File: src/hdl/ndt3_pkg.sv
// Shared types and constants for the NDEF Type 3 record builder.
package ndt3_pkg;

   typedef struct packed {
      logic [2:0]  kind;
      logic [11:0] message_length;
      logic [7:0]  data_byte;
      logic        first_of_message;
   } req_type;

   typedef struct packed {
      logic [7:0] out_byte;
      logic [5:0] block_number;
      logic [3:0] byte_in_block;
      logic       status;
      logic       last_of_message;
   } rsp_type;

   typedef enum logic [2:0] {
      PH_IDLE,
      PH_START,
      PH_ATTR,
      PH_HDR,
      PH_DATA,
      PH_PAD
   } phase_type;

   localparam logic [2:0] KIND_TEXT = 3'd0;
   localparam logic [2:0] KIND_URI  = 3'd1;
   localparam logic [2:0] KIND_WKR  = 3'd2;
   localparam logic [2:0] KIND_MIME = 3'd3;
   localparam logic [2:0] KIND_RAW  = 3'd4;

   localparam int unsigned CSR_ADDR_W = 2;
   localparam logic [CSR_ADDR_W-1:0] ADDR_ACCESS_FLAG = 2'd0;

   localparam logic       STATUS_OK     = 1'b0;
   localparam logic       STATUS_REJECT = 1'b1;

   // attribute block
   localparam logic [7:0]  ATTR_VERSION   = 8'h10;
   localparam logic [7:0]  ATTR_NBR       = 8'h02;
   localparam logic [7:0]  ATTR_NBW       = 8'h01;
   localparam logic [7:0]  ATTR_NMAXB_LO  = 8'h3C;
   localparam logic [15:0] ATTR_FIXED_SUM = 16'h004F;
   localparam logic [3:0]  ATTR_POS_NBR   = 4'd1;
   localparam logic [3:0]  ATTR_POS_NBW   = 4'd2;
   localparam logic [3:0]  ATTR_POS_NMAXB = 4'd4;
   localparam logic [3:0]  ATTR_POS_FLAG  = 4'd10;
   localparam logic [3:0]  ATTR_POS_LEN_M = 4'd12;
   localparam logic [3:0]  ATTR_POS_LEN_L = 4'd13;
   localparam logic [3:0]  ATTR_POS_SUM_H = 4'd14;
   localparam logic [3:0]  ATTR_POS_SUM_L = 4'd15;

   // short record header bytes
   localparam logic [7:0] HDR_WELL_KNOWN = 8'hD1;
   localparam logic [7:0] HDR_MIME       = 8'hD2;
   localparam logic [7:0] HDR_TYPE_LEN1  = 8'h01;
   localparam logic [7:0] RTD_TEXT       = 8'h54;
   localparam logic [7:0] RTD_URI        = 8'h55;
   localparam logic [7:0] TEXT_STATUS    = 8'h02;
   localparam logic [7:0] LANG_E         = 8'h65;
   localparam logic [7:0] LANG_N         = 8'h6E;
   localparam logic [7:0] URI_NO_PREFIX  = 8'h00;
   localparam logic [7:0] PAD_BYTE       = 8'h00;

   localparam logic [13:0] MAX_SR_PAYLOAD = 14'd255;

endpackage

File: src/hdl/ndt3_csr.sv
// Configuration register port holding the attribute access flag.
module ndt3_csr
   import ndt3_pkg::*;
(
   input  logic                  clock,
   input  logic                  reset,
   input  logic                  csr_psel,
   input  logic                  csr_penable,
   input  logic                  csr_pwrite,
   input  logic [CSR_ADDR_W-1:0] csr_paddr,
   input  logic [31:0]           csr_pwdata,
   output logic [31:0]           csr_prdata,
   output logic                  csr_pready,
   output logic [7:0]            access_flag
);

   logic [7:0] access_flag_ff;
   logic [7:0] access_flag_in;

   always_comb begin
      access_flag_in = access_flag_ff;
      if (csr_psel && csr_penable && csr_pwrite && csr_paddr == ADDR_ACCESS_FLAG) begin
         access_flag_in = csr_pwdata[7:0];
      end
   end

   always_ff @(posedge clock) begin
      if (reset) begin
         access_flag_ff <= '0;
      end else begin
         access_flag_ff <= access_flag_in;
      end
   end

   assign csr_pready  = 1'b1;
   assign csr_prdata  = (csr_paddr == ADDR_ACCESS_FLAG) ? {24'd0, access_flag_ff} : 32'd0;
   assign access_flag = access_flag_ff;

endmodule

File: src/hdl/ndt3_bytegen.sv
// Attribute block and record header byte tables for the held message.
module ndt3_bytegen
   import ndt3_pkg::*;
(
   input  logic [2:0]  held_kind,
   input  logic [11:0] held_length,
   input  logic [7:0]  held_type_length,
   input  logic [7:0]  access_flag,
   input  logic [3:0]  idx,
   output logic [7:0]  attr_byte,
   output logic [7:0]  hdr_byte,
   output logic [2:0]  hdr_count
);

   logic [12:0] len13;
   logic [12:0] rec_len;
   logic [15:0] sum;
   logic [7:0]  len_plus3;
   logic [7:0]  len_plus1;
   logic [7:0]  wk_payload_len;

   assign len13 = {1'b0, held_length};

   always_comb begin
      unique case (held_kind)
         KIND_TEXT: rec_len = len13 + 13'd7;
         KIND_URI:  rec_len = len13 + 13'd5;
         KIND_RAW:  rec_len = len13 - 13'd2;
         default:   rec_len = len13 + 13'd2;
      endcase
   end

   // record length stays below 2^13, so its top byte is zero
   assign sum = ATTR_FIXED_SUM + {8'd0, access_flag} + {11'd0, rec_len[12:8]}
                + {8'd0, rec_len[7:0]};

   always_comb begin
      unique case (idx)
         4'd0:           attr_byte = ATTR_VERSION;
         ATTR_POS_NBR:   attr_byte = ATTR_NBR;
         ATTR_POS_NBW:   attr_byte = ATTR_NBW;
         ATTR_POS_NMAXB: attr_byte = ATTR_NMAXB_LO;
         ATTR_POS_FLAG:  attr_byte = access_flag;
         ATTR_POS_LEN_M: attr_byte = {3'd0, rec_len[12:8]};
         ATTR_POS_LEN_L: attr_byte = rec_len[7:0];
         ATTR_POS_SUM_H: attr_byte = sum[15:8];
         ATTR_POS_SUM_L: attr_byte = sum[7:0];
         default:        attr_byte = 8'h00;
      endcase
   end

   assign len_plus3      = held_length[7:0] + 8'd3;
   assign len_plus1      = held_length[7:0] + 8'd1;
   assign wk_payload_len = held_length[7:0] - 8'd1 - held_type_length;

   always_comb begin
      hdr_byte  = 8'h00;
      hdr_count = 3'd0;
      unique case (held_kind)
         KIND_TEXT: begin
            hdr_count = 3'd7;
            unique case (idx)
               4'd0:    hdr_byte = HDR_WELL_KNOWN;
               4'd1:    hdr_byte = HDR_TYPE_LEN1;
               4'd2:    hdr_byte = len_plus3;
               4'd3:    hdr_byte = RTD_TEXT;
               4'd4:    hdr_byte = TEXT_STATUS;
               4'd5:    hdr_byte = LANG_E;
               default: hdr_byte = LANG_N;
            endcase
         end
         KIND_URI: begin
            hdr_count = 3'd5;
            unique case (idx)
               4'd0:    hdr_byte = HDR_WELL_KNOWN;
               4'd1:    hdr_byte = HDR_TYPE_LEN1;
               4'd2:    hdr_byte = len_plus1;
               4'd3:    hdr_byte = RTD_URI;
               default: hdr_byte = URI_NO_PREFIX;
            endcase
         end
         KIND_WKR, KIND_MIME: begin
            hdr_count = 3'd3;
            unique case (idx)
               4'd0:    hdr_byte = (held_kind == KIND_WKR) ? HDR_WELL_KNOWN : HDR_MIME;
               4'd1:    hdr_byte = held_type_length;
               default: hdr_byte = wk_payload_len;
            endcase
         end
         default: begin
            hdr_byte  = 8'h00;
            hdr_count = 3'd0;
         end
      endcase
   end

endmodule

File: src/hdl/ndt3_seq.sv
// Item register, message state and result sequencer.
module ndt3_seq
   import ndt3_pkg::*;
#(
   parameter int unsigned BUFFER_BYTES = 512
)
(
   input  logic       clock,
   input  logic       reset,
   input  logic       req_valid,
   output logic       req_ready,
   input  req_type    req_data,
   input  logic [7:0] access_flag,
   input  logic       adv,
   output logic       emit,
   output rsp_type    emit_data
);

   localparam int unsigned RP_W = $clog2(BUFFER_BYTES) + 1;
   localparam logic [13:0] BUF_LIM = 14'(BUFFER_BYTES);

   phase_type      phase_ff, phase_in;
   req_type        item_ff, item_in;
   logic [3:0]     idx_ff, idx_in;
   logic [11:0]    bytes_taken_ff, bytes_taken_in;
   logic [2:0]     held_kind_ff, held_kind_in;
   logic [11:0]    held_length_ff, held_length_in;
   logic [7:0]     held_type_length_ff, held_type_length_in;
   logic [RP_W-1:0] record_position_ff, record_position_in;
   logic           rejected_ff, rejected_in;

   logic [7:0]     attr_byte;
   logic [7:0]     hdr_byte;
   logic [2:0]     hdr_count;
   logic           start_ok;
   logic [13:0]    len14;
   logic [13:0]    t14;
   logic           done;
   logic           active;
   logic           ending;
   logic           emit_rec;
   logic [RP_W-1:0] rp_next;
   logic [11:0]    bytes_next;
   rsp_type        rec_res;

   ndt3_bytegen u_bytegen (
      .held_kind        (held_kind_ff),
      .held_length      (held_length_ff),
      .held_type_length (held_type_length_ff),
      .access_flag      (access_flag),
      .idx              (idx_ff),
      .attr_byte        (attr_byte),
      .hdr_byte         (hdr_byte),
      .hdr_count        (hdr_count)
   );

   assign len14 = {2'd0, item_ff.message_length};
   assign t14   = {6'd0, item_ff.data_byte};

   always_comb begin
      if (len14 == 14'd0 || len14 > BUF_LIM) begin
         start_ok = 1'b0;
      end else begin
         unique case (item_ff.kind)
            KIND_TEXT:
               start_ok = !(len14 + 14'd3 > MAX_SR_PAYLOAD || len14 + 14'd3 > BUF_LIM - 14'd4);
            KIND_URI:
               start_ok = !(len14 + 14'd1 > MAX_SR_PAYLOAD || len14 + 14'd1 > BUF_LIM - 14'd4);
            KIND_WKR, KIND_MIME:
               start_ok = !((len14 < ((item_ff.kind == KIND_WKR) ? 14'd2 : 14'd3))
                            || t14 == 14'd0 || t14 + 14'd1 > len14
                            || len14 - 14'd1 - t14 > MAX_SR_PAYLOAD
                            || len14 + 14'd2 > BUF_LIM);
            KIND_RAW:
               start_ok = (len14 >= 14'd3);
            default:
               start_ok = 1'b0;
         endcase
      end
   end

   assign rp_next    = record_position_ff + {{(RP_W-1){1'b0}}, 1'b1};
   assign bytes_next = bytes_taken_ff + 12'd1;
   assign active     = !rejected_ff && (bytes_taken_ff < held_length_ff);
   assign ending     = active && (bytes_next == held_length_ff);

   always_comb begin
      if (held_kind_ff == KIND_RAW) begin
         emit_rec = (bytes_taken_ff >= 12'd2);
      end else if (held_kind_ff == KIND_WKR || held_kind_ff == KIND_MIME) begin
         emit_rec = (bytes_taken_ff >= 12'd1);
      end else begin
         emit_rec = 1'b1;
      end
   end

   always_comb begin
      rec_res.out_byte        = PAD_BYTE;
      rec_res.block_number    = 6'(record_position_ff >> 4) + 6'd1;
      rec_res.byte_in_block   = record_position_ff[3:0];
      rec_res.status          = STATUS_OK;
      rec_res.last_of_message = 1'b0;
   end

   always_comb begin
      phase_in            = phase_ff;
      item_in             = item_ff;
      idx_in              = idx_ff;
      bytes_taken_in      = bytes_taken_ff;
      held_kind_in        = held_kind_ff;
      held_length_in      = held_length_ff;
      held_type_length_in = held_type_length_ff;
      record_position_in  = record_position_ff;
      rejected_in         = rejected_ff;
      emit                = 1'b0;
      emit_data           = rec_res;
      done                = 1'b0;

      unique case (phase_ff)
         PH_IDLE: begin
         end
         PH_START: begin
            if (adv) begin
               held_kind_in        = item_ff.kind;
               held_length_in      = item_ff.message_length;
               held_type_length_in = item_ff.data_byte;
               bytes_taken_in      = '0;
               record_position_in  = '0;
               emit                = 1'b1;
               emit_data.block_number  = 6'd0;
               emit_data.byte_in_block = 4'd0;
               if (!start_ok) begin
                  rejected_in               = 1'b1;
                  emit_data.out_byte        = 8'h00;
                  emit_data.status          = STATUS_REJECT;
                  emit_data.last_of_message = 1'b1;
                  done                      = 1'b1;
               end else begin
                  rejected_in        = 1'b0;
                  emit_data.out_byte = ATTR_VERSION;
                  idx_in             = 4'd1;
                  phase_in           = PH_ATTR;
               end
            end
         end
         PH_ATTR: begin
            if (adv) begin
               emit                    = 1'b1;
               emit_data.out_byte      = attr_byte;
               emit_data.block_number  = 6'd0;
               emit_data.byte_in_block = idx_ff;
               idx_in                  = idx_ff + 4'd1;
               if (idx_ff == ATTR_POS_SUM_L) begin
                  idx_in   = 4'd0;
                  phase_in = (hdr_count != 3'd0) ? PH_HDR : PH_DATA;
               end
            end
         end
         PH_HDR: begin
            if (adv) begin
               emit               = 1'b1;
               emit_data.out_byte = hdr_byte;
               record_position_in = rp_next;
               idx_in             = idx_ff + 4'd1;
               if (idx_ff == 4'(hdr_count) - 4'd1) begin
                  idx_in   = 4'd0;
                  phase_in = PH_DATA;
               end
            end
         end
         PH_DATA: begin
            if (adv) begin
               done = 1'b1;
               if (active) begin
                  bytes_taken_in = bytes_next;
                  if (emit_rec) begin
                     emit                      = 1'b1;
                     emit_data.out_byte        = item_ff.data_byte;
                     record_position_in        = rp_next;
                     emit_data.last_of_message = ending && (rp_next[3:0] == 4'd0);
                     if (ending && rp_next[3:0] != 4'd0) begin
                        done     = 1'b0;
                        phase_in = PH_PAD;
                     end
                  end
               end
            end
         end
         PH_PAD: begin
            if (adv) begin
               emit               = 1'b1;
               emit_data.out_byte = PAD_BYTE;
               record_position_in = rp_next;
               if (rp_next[3:0] == 4'd0) begin
                  emit_data.last_of_message = 1'b1;
                  done                      = 1'b1;
               end
            end
         end
         default: begin
            phase_in = PH_IDLE;
         end
      endcase

      req_ready = (phase_ff == PH_IDLE) || done;

      if (req_valid && req_ready) begin
         item_in  = req_data;
         idx_in   = 4'd0;
         phase_in = req_data.first_of_message ? PH_START : PH_DATA;
      end else if (done) begin
         phase_in = PH_IDLE;
      end
   end

   always_ff @(posedge clock) begin
      if (reset) begin
         phase_ff            <= PH_IDLE;
         idx_ff              <= '0;
         bytes_taken_ff      <= '0;
         held_kind_ff        <= '0;
         held_length_ff      <= '0;
         held_type_length_ff <= '0;
         record_position_ff  <= '0;
         rejected_ff         <= 1'b0;
      end else begin
         phase_ff            <= phase_in;
         idx_ff              <= idx_in;
         bytes_taken_ff      <= bytes_taken_in;
         held_kind_ff        <= held_kind_in;
         held_length_ff      <= held_length_in;
         held_type_length_ff <= held_type_length_in;
         record_position_ff  <= record_position_in;
         rejected_ff         <= rejected_in;
      end
   end

   always_ff @(posedge clock) begin
      item_ff <= item_in;
   end

endmodule

File: src/hdl/ndef_type3_record_builder_core.sv
// Top level of the NDEF Type 3 record builder: CSR, sequencer, result register.
// An accepted item is held in the item register; results pass the result register.
// Throughput: one result per cycle unless rsp_ready stalls; a data item gives at most
// one result, a message start gives the attribute block, record header and first byte,
// a message end pads up to 15 bytes, a reject is one result; set by the sequencer.
// Reset: synchronous; clears the access flag, message state and the result valid flag.
module ndef_type3_record_builder_core
   import ndt3_pkg::*;
#(
   parameter int unsigned BUFFER_BYTES = 512
)
(
   input  logic                  clock,
   input  logic                  reset,
   input  logic                  req_valid,
   output logic                  req_ready,
   input  req_type               req_data,
   output logic                  rsp_valid,
   input  logic                  rsp_ready,
   output rsp_type               rsp_data,
   input  logic                  csr_psel,
   input  logic                  csr_penable,
   input  logic                  csr_pwrite,
   input  logic [CSR_ADDR_W-1:0] csr_paddr,
   input  logic [31:0]           csr_pwdata,
   output logic [31:0]           csr_prdata,
   output logic                  csr_pready
);

   logic       access_flag;
   logic [7:0] access_flag_byte;
   logic       adv;
   logic       emit;
   rsp_type    emit_data;
   logic       rsp_valid_ff, rsp_valid_in;
   rsp_type    rsp_data_ff, rsp_data_in;

   ndt3_csr u_csr (
      .clock       (clock),
      .reset       (reset),
      .csr_psel    (csr_psel),
      .csr_penable (csr_penable),
      .csr_pwrite  (csr_pwrite),
      .csr_paddr   (csr_paddr),
      .csr_pwdata  (csr_pwdata),
      .csr_prdata  (csr_prdata),
      .csr_pready  (csr_pready),
      .access_flag (access_flag_byte)
   );

   assign access_flag = |access_flag_byte;

   ndt3_seq #(
      .BUFFER_BYTES (BUFFER_BYTES)
   ) u_seq (
      .clock       (clock),
      .reset       (reset),
      .req_valid   (req_valid),
      .req_ready   (req_ready),
      .req_data    (req_data),
      .access_flag (access_flag_byte),
      .adv         (adv),
      .emit        (emit),
      .emit_data   (emit_data)
   );

   assign adv = !rsp_valid_ff || rsp_ready;

   always_comb begin
      rsp_valid_in = rsp_valid_ff;
      rsp_data_in  = rsp_data_ff;
      if (adv) begin
         rsp_valid_in = emit;
         if (emit) begin
            rsp_data_in = emit_data;
         end
      end
   end

   always_ff @(posedge clock) begin
      if (reset) begin
         rsp_valid_ff <= 1'b0;
      end else begin
         rsp_valid_ff <= rsp_valid_in;
      end
   end

   always_ff @(posedge clock) begin
      rsp_data_ff <= rsp_data_in;
   end

   assign rsp_valid = rsp_valid_ff;
   assign rsp_data  = rsp_data_ff;

   // a reject is a single closing item at block 0, position 0
   a_reject_shape: assert property (@(posedge clock) disable iff (reset)
      rsp_valid && rsp_data.status == STATUS_REJECT |->
         rsp_data.last_of_message && rsp_data.block_number == 6'd0
         && rsp_data.byte_in_block == 4'd0 && rsp_data.out_byte == 8'h00)
      else $error("reject item malformed");

   // an accepted message always closes on a whole block
   a_last_fills_block: assert property (@(posedge clock) disable iff (reset)
      rsp_valid && rsp_data.status == STATUS_OK && rsp_data.last_of_message |->
         rsp_data.byte_in_block == 4'hF && rsp_data.block_number != 6'd0)
      else $error("message ends inside a block");

   // a zero access flag reaches the flag position as a zero byte
   a_flag_byte: assert property (@(posedge clock) disable iff (reset)
      rsp_valid && rsp_data.status == STATUS_OK && rsp_data.block_number == 6'd0
      && rsp_data.byte_in_block == ATTR_POS_FLAG && !access_flag |->
         rsp_data.out_byte == 8'h00)
      else $error("access flag byte corrupted");

endmodule

File: config.mk
export PLATFORM = sky130hd
export DESIGN_NAME = ndef_type3_record_builder_core
export DESIGN_NICKNAME = d
export VERILOG_FILES = /design/src/hdl/ndt3_pkg.sv /design/src/hdl/ndt3_csr.sv /design/src/hdl/ndt3_bytegen.sv /design/src/hdl/ndt3_seq.sv /design/src/hdl/ndef_type3_record_builder_core.sv
export SDC_FILE = /design/constraint.sdc
export NUM_CORES = 1
export LEC_CHECK = 0
export ABC_AREA = 1
export BUFFER_PORTS_ARGS = -buffer_cell sky130_fd_sc_hd__buf_2
export CORE_ASPECT_RATIO = 1.75
export CORE_MARGIN = 1.5
export CORE_UTILIZATION = 39
export DETAILED_ROUTE_END_ITERATION = 7
export GPL_TIMING_DRIVEN = 0
export SETUP_SLACK_MARGIN = 0.4
export SLEW_MARGIN = 25
export SYNTH_ARGS = -nofsm -noshare
export SYNTH_HDL_FRONTEND = slang
export SYNTH_SLANG_ARGS = --single-unit
File: constraint.sdc
create_clock -name clock -period 5.75 [get_ports clock]
set_input_delay 1.15 -clock clock [delete_from_list [all_inputs] [get_ports clock]]
set_output_delay 1.15 -clock clock [all_outputs]
set_load 0.05 [all_outputs]
==> impl_metrics.yaml <==
detailed_routing:
  drt_iter0_markers: 435
  vias: 9234
  drc_errors: 0
  avgViaCountPerCell: 5.229
  drt-pass1-iter-count: 5
  ant_nets: 0
  wl_um: 29230
  wl_per_cell_um: 16.55
yosys:
  yosys_most_used_dff: "dfxtp_1"
  synth_cells: 1344
  synth-edff-count: 43
  ys_seq_elements: 105
  synthesis.area_um2: 9349
  netlist.area_leader.share: 0.1381
  synth.distinct_cells: 59
  synth_async_sr_flop_share: 0
  synth_warnings: 0
  synth_top_area_cell: "edfxtp_1"
  synth-seq-area-share: 0.2709
  yosys-top-cells-area: "edfxtp_1 (14%), dfxtp_1 (13%), ha_1 (11%)"
  post_synth.cell_area_avg_um2: 6.956
power:
  p_leak_nw: 4.811
  p_per_area_nw_per_um2: 525.8
  max-vdd-ir-drop_mv: 0.3505
  p_total_mw: 5.599
timing:
  setup_viol: 0
  rsz0062_at_grt: "no"
  drv_slew: 0
  fmax_mhz: 197.3
  clock_skew_ns: 0.01300
  fin_crit_ns: 5.068
  hold_slack_ns: 0.5138
  fin_crit_sh: 0.8814
  maxSlewHeadroom: 0.2662
  finalHoldViolCount: 0
  setup_tns_ns: 0
  tightest_slew_ns: 1.092
clocking:
  cts.sinks: 105
  max-clock-path-buffers: 2
  root_buffer: "clkbuf_16"
  cts_tree: "done"
  cts_hold_buf: 0
  clkTransAtPathRegs_ns: 0.08
  cts_htree_levels: 3
  clock_latency_ns: 0.37
  cts_buffers: 9
die:
  ios: 120
  die_h_um: 207.8
  std_cell_rows: 74
  core_um2: 23430
  fp.dieW_um: 120.0
  start_util: 0.3991
  die_area_um2: 24950
critical_path:
  crit_type: "flip-flop to flip-flop"
  critical-path-slowest-cell: "fa_1"
  cp_num_buf_inv: 6
  worst_setup_path_start_kind: "flip-flop"
  rr_startpoint: "u_seq.held_kind_ff[1]"
  cpPeakStageDelay_ns: 0.49
  r2r-end: "rsp_data[13]"
  crit_arrival_ns: 5.18
  crit_required_ns: 5.86
  cp_max_fo: 6
  end_kind: "flip-flop"
  reg2reg_slack_ns: 0.68
  r2r_cells: 31
  worst_path_dominant_cell_family: "adder cells"
finish:
  drive_above_1_share: 0.1402
  layout_commonest_cell: "nand2_1"
  final_cell_mix: "nand2_1 (232), inv_1 (191), nor2_1 (154), o21ai_0 (104), a21oi_1 (96)"
  diodes: 0
  area_growth_syn_to_layout_pct: 13.91
  instances_no_fill: 1766
  num-fill-cells: 2498
  nets: 1616
placement:
  gp_congestion: 0.9294
  portBuffers: 70
  dp.cells: 1741
  hpwl_um: 23960
hold_path:
  holdPathStages: 2
  hold_path.startpoint: "u_seq.bytes_taken_ff[11]"
  hold_class: "flip-flop to flip-flop"
  whs_endpoint: "u_seq.bytes_taken_ff[11]"
grt:
  grt_max_degree: 24
  track_usage: 0.2358
  grt_pass1_vias: 8873
  grt_pass1_wl_um: 45510
  grt_overflow: 0
  antenna_found_initial: 0
run:
  maxCapViolCount: 0
status:
  status: "completed"
## worst max-delay path by stage
| stage | startpoint | endpoint | slack [ns] | cells after the start |
|---|---|---|---|---|
| after floorplan | u_seq.held_kind_ff[2] | rsp_data[13] | 0.80 | 30 |
| after global routing | u_seq.held_kind_ff[1] | rsp_data[13] | 0.33 | 31 |
| after CTS | u_seq.held_kind_ff[2] | rsp_data[13] | 0.43 | 31 |
| final | u_seq.held_kind_ff[1] | rsp_data[13] | 0.68 | 31 |
| after detailed placement | u_seq.held_kind_ff[2] | rsp_data[13] | -0.17 | 30 |
| after global placement | u_seq.held_kind_ff[2] | rsp_data[13] | -0.55 | 30 |
## timing repair
item                                    in CTS  in global routing
pin swaps                                    2                 12
endpoints found under the setup margin       3                  2
buffers inserted                             5                  4
gates cloned                                 0                  0
gates resized for setup                      8                 29
## worst register-to-register path: cells and delay by family, from the launching register on
kind            cells  cell delay, ns
compound gates      9            1.26
flops               1            0.32
buf+inv             6            0.64
simple gates       12            1.06
fa+ha+maj           4            1.53
## state kept, by name, indices dropped and copies added, names as in the netlist
| signal | cells |
|---|---|
| u_seq.idx_ff | 4 |
| u_seq.record_position_ff | 10 |
| u_csr.access_flag | 8 |
| u_seq.held_kind_ff | 3 |
| rsp_data | 20 |
| u_seq.item_ff | 23 |
| u_seq.phase_ff | 3 |
| rsp_valid | 1 |
| u_seq.rejected_ff | 1 |
| u_seq.held_type_length_ff | 8 |
| u_seq.held_length_ff | 12 |
| u_seq.bytes_taken_ff | 12 |
## metal layers
metal / vias up / global-route usage / part of all wire
met4: 0 / 0.1576 / 0.068
met5: - / 0 / 0
met2: 226 / 0.4463 / 0.54
met3: 92 / 0.02418 / 0.030
met1: 4265 / 0.2374 / 0.37
li1: 4651 / - / -
## Yosys cell counts (4+ instances only)
| cell | count |
|---|---|
| buf_4 | 27 |
| a22oi_1 | 4 |
| nor2_2 | 6 |
| nor2_4 | 8 |
| nor2_1 | 155 |
| nand2_2 | 11 |
| o211ai_1 | 9 |
| fa_1 | 10 |
| a21oi_1 | 100 |
| ha_1 | 84 |
| nor3_1 | 28 |
| nor3b_1 | 4 |
| edfxtp_1 | 43 |
| dfxtp_1 | 62 |
| xor2_1 | 32 |
| nand3_2 | 5 |
| nand3_1 | 88 |
| nand4_1 | 22 |
| o22ai_1 | 7 |
| nand2_1 | 235 |
| inv_2 | 7 |
| clkbuf_1 | 14 |
| o21a_1 | 4 |
| inv_1 | 191 |
| o21ai_1 | 10 |
| buf_2 | 9 |
| nor3_2 | 4 |
| nand2_4 | 4 |
| o21ai_0 | 112 |
## report_power, final
group | internal [mW] | total, mW | switching (mW)
sequential | 1.04 | 1.24 | 0.202
combinational | 1.23 | 3.73 | 2.50
clock | 0.339 | 0.635 | 0.296
total | 2.60 | 5.60 | 3.00
## area by class of cell
type / count / area (µm²) / area share
buffer: 51 / 311.5 / 0.02926
clock buffer: 10 / 229.0 / 0.02150
clock inverter: 6 / 66.31 / 0.006227
inverter: 200 / 753.2 / 0.07073
multi-input combinational: 1011 / 5939 / 0.5577
sequential: 105 / 2539 / 0.2384
tap: 304 / 380.4 / 0.03572
timing repair buffer: 79 / 430.4 / 0.04042
## stage by stage
stage                     instance area, µm²    util  setup slack, ns
after detailed placement               10180  0.4347          -0.1672
after floorplan                         9435       -           0.7960
after global routing                   10650  0.4546           0.3318
after global placement                 10170  0.4340          -0.5464
after CTS                              10540  0.4499           0.4271
final                                  10650  0.4546           0.6821
## cell families (layout without fill, tap and decap cells)
logic type	Yosys count	count (layout)	synth area share
AO/OA/AOI/OAI	274	274	0.1619
XOR/XNOR	36	36	0.03520
adder cells (fa/ha/maj)	94	94	0.1338
buffers and inverters	251	346	0.1128
flip-flops	105	105	0.2709
other	2	25	0.0008033
AND/OR/NAND/NOR	582	582	0.2845
Power figures use the tool's default switching activity.
